[src/design/md64_pkg.sv]
// Shared constants and types for the 64-bit multiply-divide block.
package md64_pkg;
  localparam int unsigned WordW = 64;
  localparam int unsigned HalfW = 32;
  // one division cell per bit of the 128-bit dividend
  localparam int unsigned Cells = 2 * WordW;

  // state carried from one divider cell to the next
  typedef struct packed {
    logic             valid;
    logic [WordW-1:0] rem;
    logic [WordW-1:0] lo;
    logic [WordW-1:0] den;
    logic [WordW-1:0] quo;
    logic             dbz;
    logic             ovf;
  } div_stage_t;
endpackage

[src/design/md64_cell.sv]
// Restoring cell; one quotient bit per unstalled cycle in the low word.
module md64_cell #(
  parameter bit HIGH_WORD = 1'b0
) (
  input  logic                 clk,
  input  logic                 rst,
  input  logic                 advance,
  input  md64_pkg::div_stage_t in_stage,
  output md64_pkg::div_stage_t out_stage
);
  localparam int unsigned W = md64_pkg::WordW;

  logic [W-1:0] rem_in;
  logic [W:0]   shifted;
  logic [W:0]   diff;
  logic         take;

  always_comb begin
    // remainder stays below den, so the 65-bit difference sign decides
    rem_in  = in_stage.rem;
    shifted = {rem_in, in_stage.lo[W-1]};
    diff    = shifted - {1'b0, in_stage.den};
    take    = !diff[W];
  end

  always_ff @(posedge clk) begin
    if (rst) out_stage.valid <= 1'b0;
    else if (advance) out_stage.valid <= in_stage.valid;
    if (advance) begin
      out_stage.rem <= take ? diff[W-1:0] : shifted[W-1:0];
      out_stage.lo  <= {in_stage.lo[W-2:0], 1'b0};
      out_stage.den <= in_stage.den;
      // high-word cells only reduce the remainder; quo carries the low
      // dividend word through untouched (overflow is already known)
      out_stage.quo <= HIGH_WORD ? in_stage.quo : {in_stage.quo[W-2:0], take};
      out_stage.dbz <= in_stage.dbz;
      out_stage.ovf <= in_stage.ovf;
    end
  end
endmodule

[config.mk]
export PLATFORM = sky130hd
export DESIGN_NAME = md64_cell
export DESIGN_NICKNAME = d
export VERILOG_FILES = /design/src/design/md64_pkg.sv /design/src/design/md64_cell.sv
export SDC_FILE = /design/constraint.sdc
export NUM_CORES = 1
export LEC_CHECK = 0
export BUFFER_PORTS_ARGS = -buffer_cell sky130_fd_sc_hd__buf_2
export CORE_AREA = 4 4 199 201
export CTS_CLUSTER_DIAMETER = 80
export DETAILED_ROUTE_END_ITERATION = 8
export DIE_AREA = 0 0 203 205
export PLACE_DENSITY = 0.58
export SKIP_LAST_GASP = 1
export SYNTH_ARGS = -nofsm -noshare
export SYNTH_HDL_FRONTEND = slang
export SYNTH_SLANG_ARGS = --single-unit
[constraint.sdc]
create_clock -name clk -period 4.2 [get_ports clk]
set_clock_uncertainty 0.15 [all_clocks]
set_input_delay 0.21 -clock clk [delete_from_list [all_inputs] [get_ports clk]]
set_output_delay 0.21 -clock clk [all_outputs]
set_load 0.02 [all_outputs]
# Word-level counts from Yosys, hierarchy flattened
# Cells that the tools add are included.
dict set report classes {
  n_addsub 1
  mul 0
  div 0
  order_cmp 0
  n_eq_ne 0
  shifts 0
  n_mux 1
  bitwise_logic 0
  reduce_logical 1
}
# op n
set op_table {}
lappend op_table {{$sub 65x64->65} 1}
lappend op_table {{$mux 64} 1}
lappend op_table {{$logic_not 1->1} 1}
dict set report totals {
  regBits 258
  latch_bits 0
  ram_bits 0
  romBits 0
  input_bits 262
  elab_cells 10
  n_memories 0
}

# Longest topological paths before layout
# Gate-level depths: netlist of run 1.
dict set report logic_depth {
  word_depth 2
  ltp_mapped 14
  mapped_depth_nobuf 13
}

# Least setup slack after synthesis of run 1
# Ideal clock, no wire load.
dict set report synth_timing {
  path_type {input to register}
  start {in in_stage[93] (netlist name)}
  end {reg out_stage[247] (netlist name) (data pin)}
  setup_ps 262
  arrival_ps 3036
  required_ps 3788
  path_slack_ps 752
  path_stages 14
  n_path_buf 2
  cell_sequence {inv_1 -> ha_1 -> buf_2 -> nand4_1 -> or4_1 -> or3_1 -> o32a_1 -> a21oi_2 -> o21ai_1 -> and2_4 -> o211a_4 -> inv_6 -> buf_6 -> mux2_1}
}
dict set report synth_via {
  elab_chain_cells 2
}
# item line
set synth_lines {}
lappend synth_lines {{start: declaration} md64_cell.sv:8} ;# input md64_pkg::div_stage_t in_stage,
lappend synth_lines {{$sub 65x64->65} md64_cell.sv:22} ;# diff = shifted - {1'b0, in_stage.den};
lappend synth_lines {{$mux 64} md64_cell.sv:30} ;# out_stage.rem <= take ? diff[W-1:0] : shifted[W-1:0];
lappend synth_lines {{end: declaration} md64_cell.sv:9} ;# output md64_pkg::div_stage_t out_stage
# Every way passes these cells.
# A chain may end at the register's enable or synchronous reset.

# Final worst setup path of run 1
dict set report layout_timing {
  start {in in_stage[90] (netlist name)}
  end {reg out_stage[253] (netlist name) (data pin)}
}
# Same word-level chain as after synthesis.

==> results of run 1 <==
[synthesized netlist by cell type, drive strengths merged (8+ instances only)]
| cell type | count |
|---|---|
| nor2 | 41 |
| a21o | 32 |
| o21a | 8 |
| o21ai | 38 |
| a21oi | 78 |
| o21bai | 15 |
| inv | 86 |
| xnor2 | 34 |
| buf | 9 |
| clkbuf | 25 |
| nand2b | 9 |
| nand4 | 21 |
| ha | 64 |
| nand3 | 10 |
| xor2 | 23 |
| nor3 | 9 |
| mux2 | 57 |
| edfxtp | 257 |
| nor2b | 10 |
| nand2 | 62 |
[where the power goes]
part	total [W]	switching [W]	internal, W	leakage, nW
combinational	0.00198	0.00116	0.000826	5.65
sequential	0.00323	0.0000690	0.00316	2.52
clock	0.00273	0.00113	0.00160	0.508
[worst max-delay path, delay by kind of cell]
family | cells | cell delay [ps]
compound gates | 4 | 1100
simple gates | 3 | 1200
buf+inv | 4 | 850
mux | 2 | 450
fa+ha+maj | 1 | 310
[per-layer routing]
metal	GRT usage, %	up-vias	wire, um	share of wire [%]
met2	37.2	416	23100	50
met1	25.3	5407	18500	40
li1	-	5358	-	-
met3	4.86	75	3120	6.7
met5	0	-	27	0.058
met4	7.32	4	1590	3.4
[metrics by stage]
step           hold slack (ps)  instances  area [um^2]
4_1_cts                    111       2331        19700
2_1_floorplan              132       1001        12800
3_5_place_dp               220       2017        16100
3_3_place_gp               221       2017        16100
6_report                  62.4       2338        19700
5_1_grt                   99.6       2337        19700
[logic make-up after synthesis]
logic type                 synth area share [%]
DFF                                        60.2
xor gates and xnor gates                   3.89
muxes                                      5.60
other                                    0.0292
adders and majority gates                  6.39
AOI/OAI and AO/OA                          12.3
buffers and inverters                      3.94
and+or+nand+nor                            7.60
[timing repair]
| action | 4_1_cts | 5_1_grt |
|---|---|---|
| endpoints found under the hold margin | 257 | 0 |
| resized for setup | 0 | 1 |
| hold buffers | 258 | 0 |
| endpoints found under the setup margin | 0 | 1 |
[area by class of cell]
type	count	area share [%]
multi-input combinational	623	23.3
tap	511	3.24
clock buffer	32	3.95
inverter	86	1.67
sequential	258	39.2
timing repair buffer	797	27.3
antenna	7	0.0887
clock inverter	24	1.27
[how the worst min path moves through the flow]
stage / cells after the start / slack, ps / endpoint
after floorplan: 1 / 130 / out_stage[258]
after global placement: 2 / 220 / out_stage[258]
after detailed placement: 2 / 220 / out_stage[258]
after CTS: 1 / 110 / out_stage[204]
after global routing: 1 / 100 / out_stage[80]
final: 1 / 60 / out_stage[204]
==> reports/metrics.csv, run 1 <==
metric,value,unit
routed_wirelength,46300,um
ir_drop,0.321,mV
io_pins,521,
cts_setup_buffers,0,
clk_latency,570,ps
start_util,34.2,%
fmax,252,MHz
postRouteAntennaNets,0,
die_w,203,um
drc_errors,0,
grt_antenna_before_repair,8,
final_net_count,2123,
slew_violations,0,
vias,11260,
synth_top_cell_by_area,edfxtp_1,
mostFrequentLayoutCells,"517 x buf_2, 258 x dlygate4sd3_1, 257 x edfxtp_1",
crit_end,out_stage[253],
cp-start-kind,primary input,
multi_input_comb_area,4600,um^2
grt_max_degree,113,
finalHoldViolCount,0,
wl_per_cell,19.8,um
powerDensity,402,nW/um^2
setup_viol_count_final,0,
grt_pass1_wl,68900,um
final_util,52.6,%
grt_use_total,21.0,%
yosysWarnings,0,
critical_path_required,4370,ps
post-place-ws,185,ps
fin_crit_sh,94.3,%
top_regs,out_stage (258),
grt_pass1_vias,11626,
clk_pin_slew,60,ps
synth_area_leaders,"edfxtp_1 60%, ha_1 6.2%, mux2_1 4.7%, a21oi_1 3.0%, inv_1 2.5%",
critPathCaptureType,register,
hp-start,advance,
grt-ovfl-total,0,
cts_buffers,30,
seq_area,7740,um^2
leakage,8.68,nW
layout_commonest_cell,buf_2,
synth_flop_cell,edfxtp_1,
r2r_slack,2890,ps
synth.top_cell.area_share,60.1,%
relSlewSlack,37.3,%
tightest_slew,941,ps
h-tree-depth,1,
crit_chain,dlygate4sd3_1 > buf_2 > inv_1 > ha_1 > buf_4 > a21oi_2 > nor2_1 > or4b_1 > or4_4 > a311o_1 > a211oi_2 > o21ai_1 > mux2i_1 > mux2_1,
yosysUniqueCellTypes,76,
cts_tree,built,
status,"finished, final reports clean",
synth_edf_count,257,
ys_seq_area_share,60.2,%
root_buffer,clkbuf_16,
top_register,out_stage,
rsz0062_at_grt,no,
drive_gt1_share,33.3,%
synth_cells,1001,
layout_setup_ws,239,ps
arrival,4130,ps
num-fill-cells,3279,
crit_path_start,in_stage[90],
syn_to_final_growth,53.7,%
hp-class,primary input to register,
drt_pass1_iterations,5,
rows,71,
dieArea,41600,um^2
core_area,37600,um^2
totalNegativeSetupSlack,0,ps
synth_fp_nets,1328,
ctsLongestPathBuffers,3,
maxCapViolations,0,
crit_fanout,5,
drtIter0Drc,497,
fin_crit,3960,ps
die_y,205,um
reg2reg_depth,3,
r2r_start,out_stage[258],
dp_hpwl,34100,um
port_buffers,518,
timing_worst_setup_path_type,primary input to register,
largest_reg_flops,258,
syn_area_per_cell,12.8,um^2
finalPower,0.00794,W
worstReg2RegEnd,out_stage[258],
vias_per_cell,4.82,
gp_congestion,0.831,
synthArstFlopShare,0,%
cts.sinks,258,
cp_slowest_stage_delay,600,ps
ys_ff_latch,258,
syn_area,12800,um^2
cp_slowest_cell,or4_4,
Note: power is estimated with default switching activity, not from simulation.
==> run 2, diff against run 1 <==
- BUFFER_PORTS_ARGS: -buffer_cell sky130_fd_sc_hd__buf_2 -> -buffer_cell sky130_fd_sc_hd__buf_4
==> run 2 against run 1 <==
Total power rose by 1.4%. Sequential share of layout area shrank 2.3 points. Cell count barely moved. Global-route usage up 0.60 points. Register-to-register slack lost 40 ps. Critical path depth unchanged. Sequential power hardly changed. Largest power group unchanged. Fmax shrank 1.4%. The flow now finishes with violations (negative hold slack). Hold slack lost 65 ps. Critical endpoint is now out_stage[219]. Die area is the same.
==> reports/metrics.csv, run 2 (synthesis gave the netlist of run 1 again) <==
metric,value,unit
arrival,4190,ps
grt_max_degree,100,
fin_crit_sh,95.7,%
clk_pin_slew,60,ps
vias_per_cell,4.82,
timing_worst_setup_path_type,primary input to register,
violations,negative hold slack,
grt_use_total,21.6,%
tightest_slew,893,ps
layout_commonest_cell,buf_4,
grt_antenna_before_repair,7,
die_y,205,um
rows,71,
holdWs,-2.72,ps
routed_wirelength,47400,um
final_util,55.9,%
cts.sinks,258,
min_to,out_stage[75],
largest_reg_flops,258,
grt_pass1_vias,11760,
wl_per_cell,20.3,um
start_util,34.2,%
drive_gt1_share,32.7,%
cts_tree,built,
die_w,203,um
grt-ovfl-total,0,
rsz0062_at_grt,no,
hp-start,advance,
postCtsHoldBufs,258,
post_dp_cell_area,17400,um^2
worstReg2RegEnd,out_stage[258],
maxCapViolations,0,
clk_latency,570,ps
r2r_slack,2850,ps
cp-start-kind,primary input,
drtIter0Drc,578,
slew_violations,0,
reg2reg_depth,3,
top_regs,out_stage (258),
core_area,37600,um^2
crit_chain,dlygate4sd3_1 > buf_4 > ha_1 > nand4_1 > or4_1 > or3_1 > o32a_1 > a21oi_2 > o21ai_1 > and2_4 > o211a_4 > inv_6 > buf_12 > mux2_1,
leakage,9.09,nW
mostFrequentLayoutCells,"533 x buf_4, 258 x dlygate4sd3_1, 257 x edfxtp_1",
setup_viol_count_final,0,
finalHoldViolCount,4,
ir_drop,0.303,mV
fin_crit,4020,ps
dieArea,41600,um^2
status,finished with violations,
cts_resized,0,
port_buffers,518,
io_pins,521,
fmax,249,MHz
hp-class,primary input to register,
postRouteAntennaNets,0,
ctsLongestPathBuffers,3,
dp_hpwl,35200,um
cp_slowest_stage_delay,600,ps
crit_fanout,16,
vias,11267,
syn_to_final_growth,63.5,%
cts_setup_buffers,0,
grt_pass1_wl,71000,um
relSlewSlack,40.5,%
totalNegativeSetupSlack,0,ps
final_cell_area,21000,um^2
cts_buffers,30,
critPathCaptureType,register,
root_buffer,clkbuf_16,
cp_slowest_cell,or4_1,
r2r_start,out_stage[258],
powerDensity,383,nW/um^2
gp_congestion,0.828,
final_net_count,2123,
h-tree-depth,1,
top_register,out_stage,
drt_pass1_iterations,5,
critical_path_required,4370,ps
hold_depth,1,
drc_errors,0,
## run 2: critical path: cells and delay by family
kind	cells	cell delay [ps]
multiplexers	1	340
adder cells (fa/ha/maj)	1	360
AO/OA/AOI/OAI	4	870
AND/OR/NAND/NOR	4	1310
buffers and inverters	4	1070
## run 2: worst max path at each step
stage                             start              to  slack [ps]  cells past startpoint
final                     in_stage[218]  out_stage[219]         180                     14
after global routing       in_stage[91]  out_stage[219]          30                     15
after CTS                 in_stage[218]  out_stage[197]         170                     14
after detailed placement   in_stage[91]  out_stage[230]         110                     14
after global placement     in_stage[91]  out_stage[226]         190                     14
after floorplan            in_stage[93]  out_stage[247]         750                     14
## run 2: per-layer routing
layer	part of all wire [%]	vias up	global-route usage (%)	wire length, um
met1	40	5454	26.2	19100
met2	51	394	39.1	24100
met3	6.0	69	4.86	2870
met5	0.086	-	0	41
met4	2.7	6	5.67	1300
li1	-	5344	-	-
## run 2: layout make-up
cell class              instances  area (um^2)
diodes                          6         15.0
clock buffers                  37          777
clock inverters                19          201
fillers                      3148        16600
inverters                      86          328
multi-input cells             623         4600
flip-flops and latches        258         7740
well taps                     511          639
repair buffers                797         6700
## run 2: metrics by stage
stage	power, W	worst slack [ps]	instances
after global placement	0.00527	188	2017
after floorplan	0.00435	752	1001
final	0.00805	181	2337
after global routing	0.00841	34.4	2335
after CTS	0.00812	167	2331
after detailed placement	0.00529	113	2017
## run 2: where the power goes
group	leakage (nW)	internal (W)	switching, W
registers	2.52	0.00316	0.0000831
clock network	0.465	0.00151	0.00110
logic	6.11	0.00103	0.00117
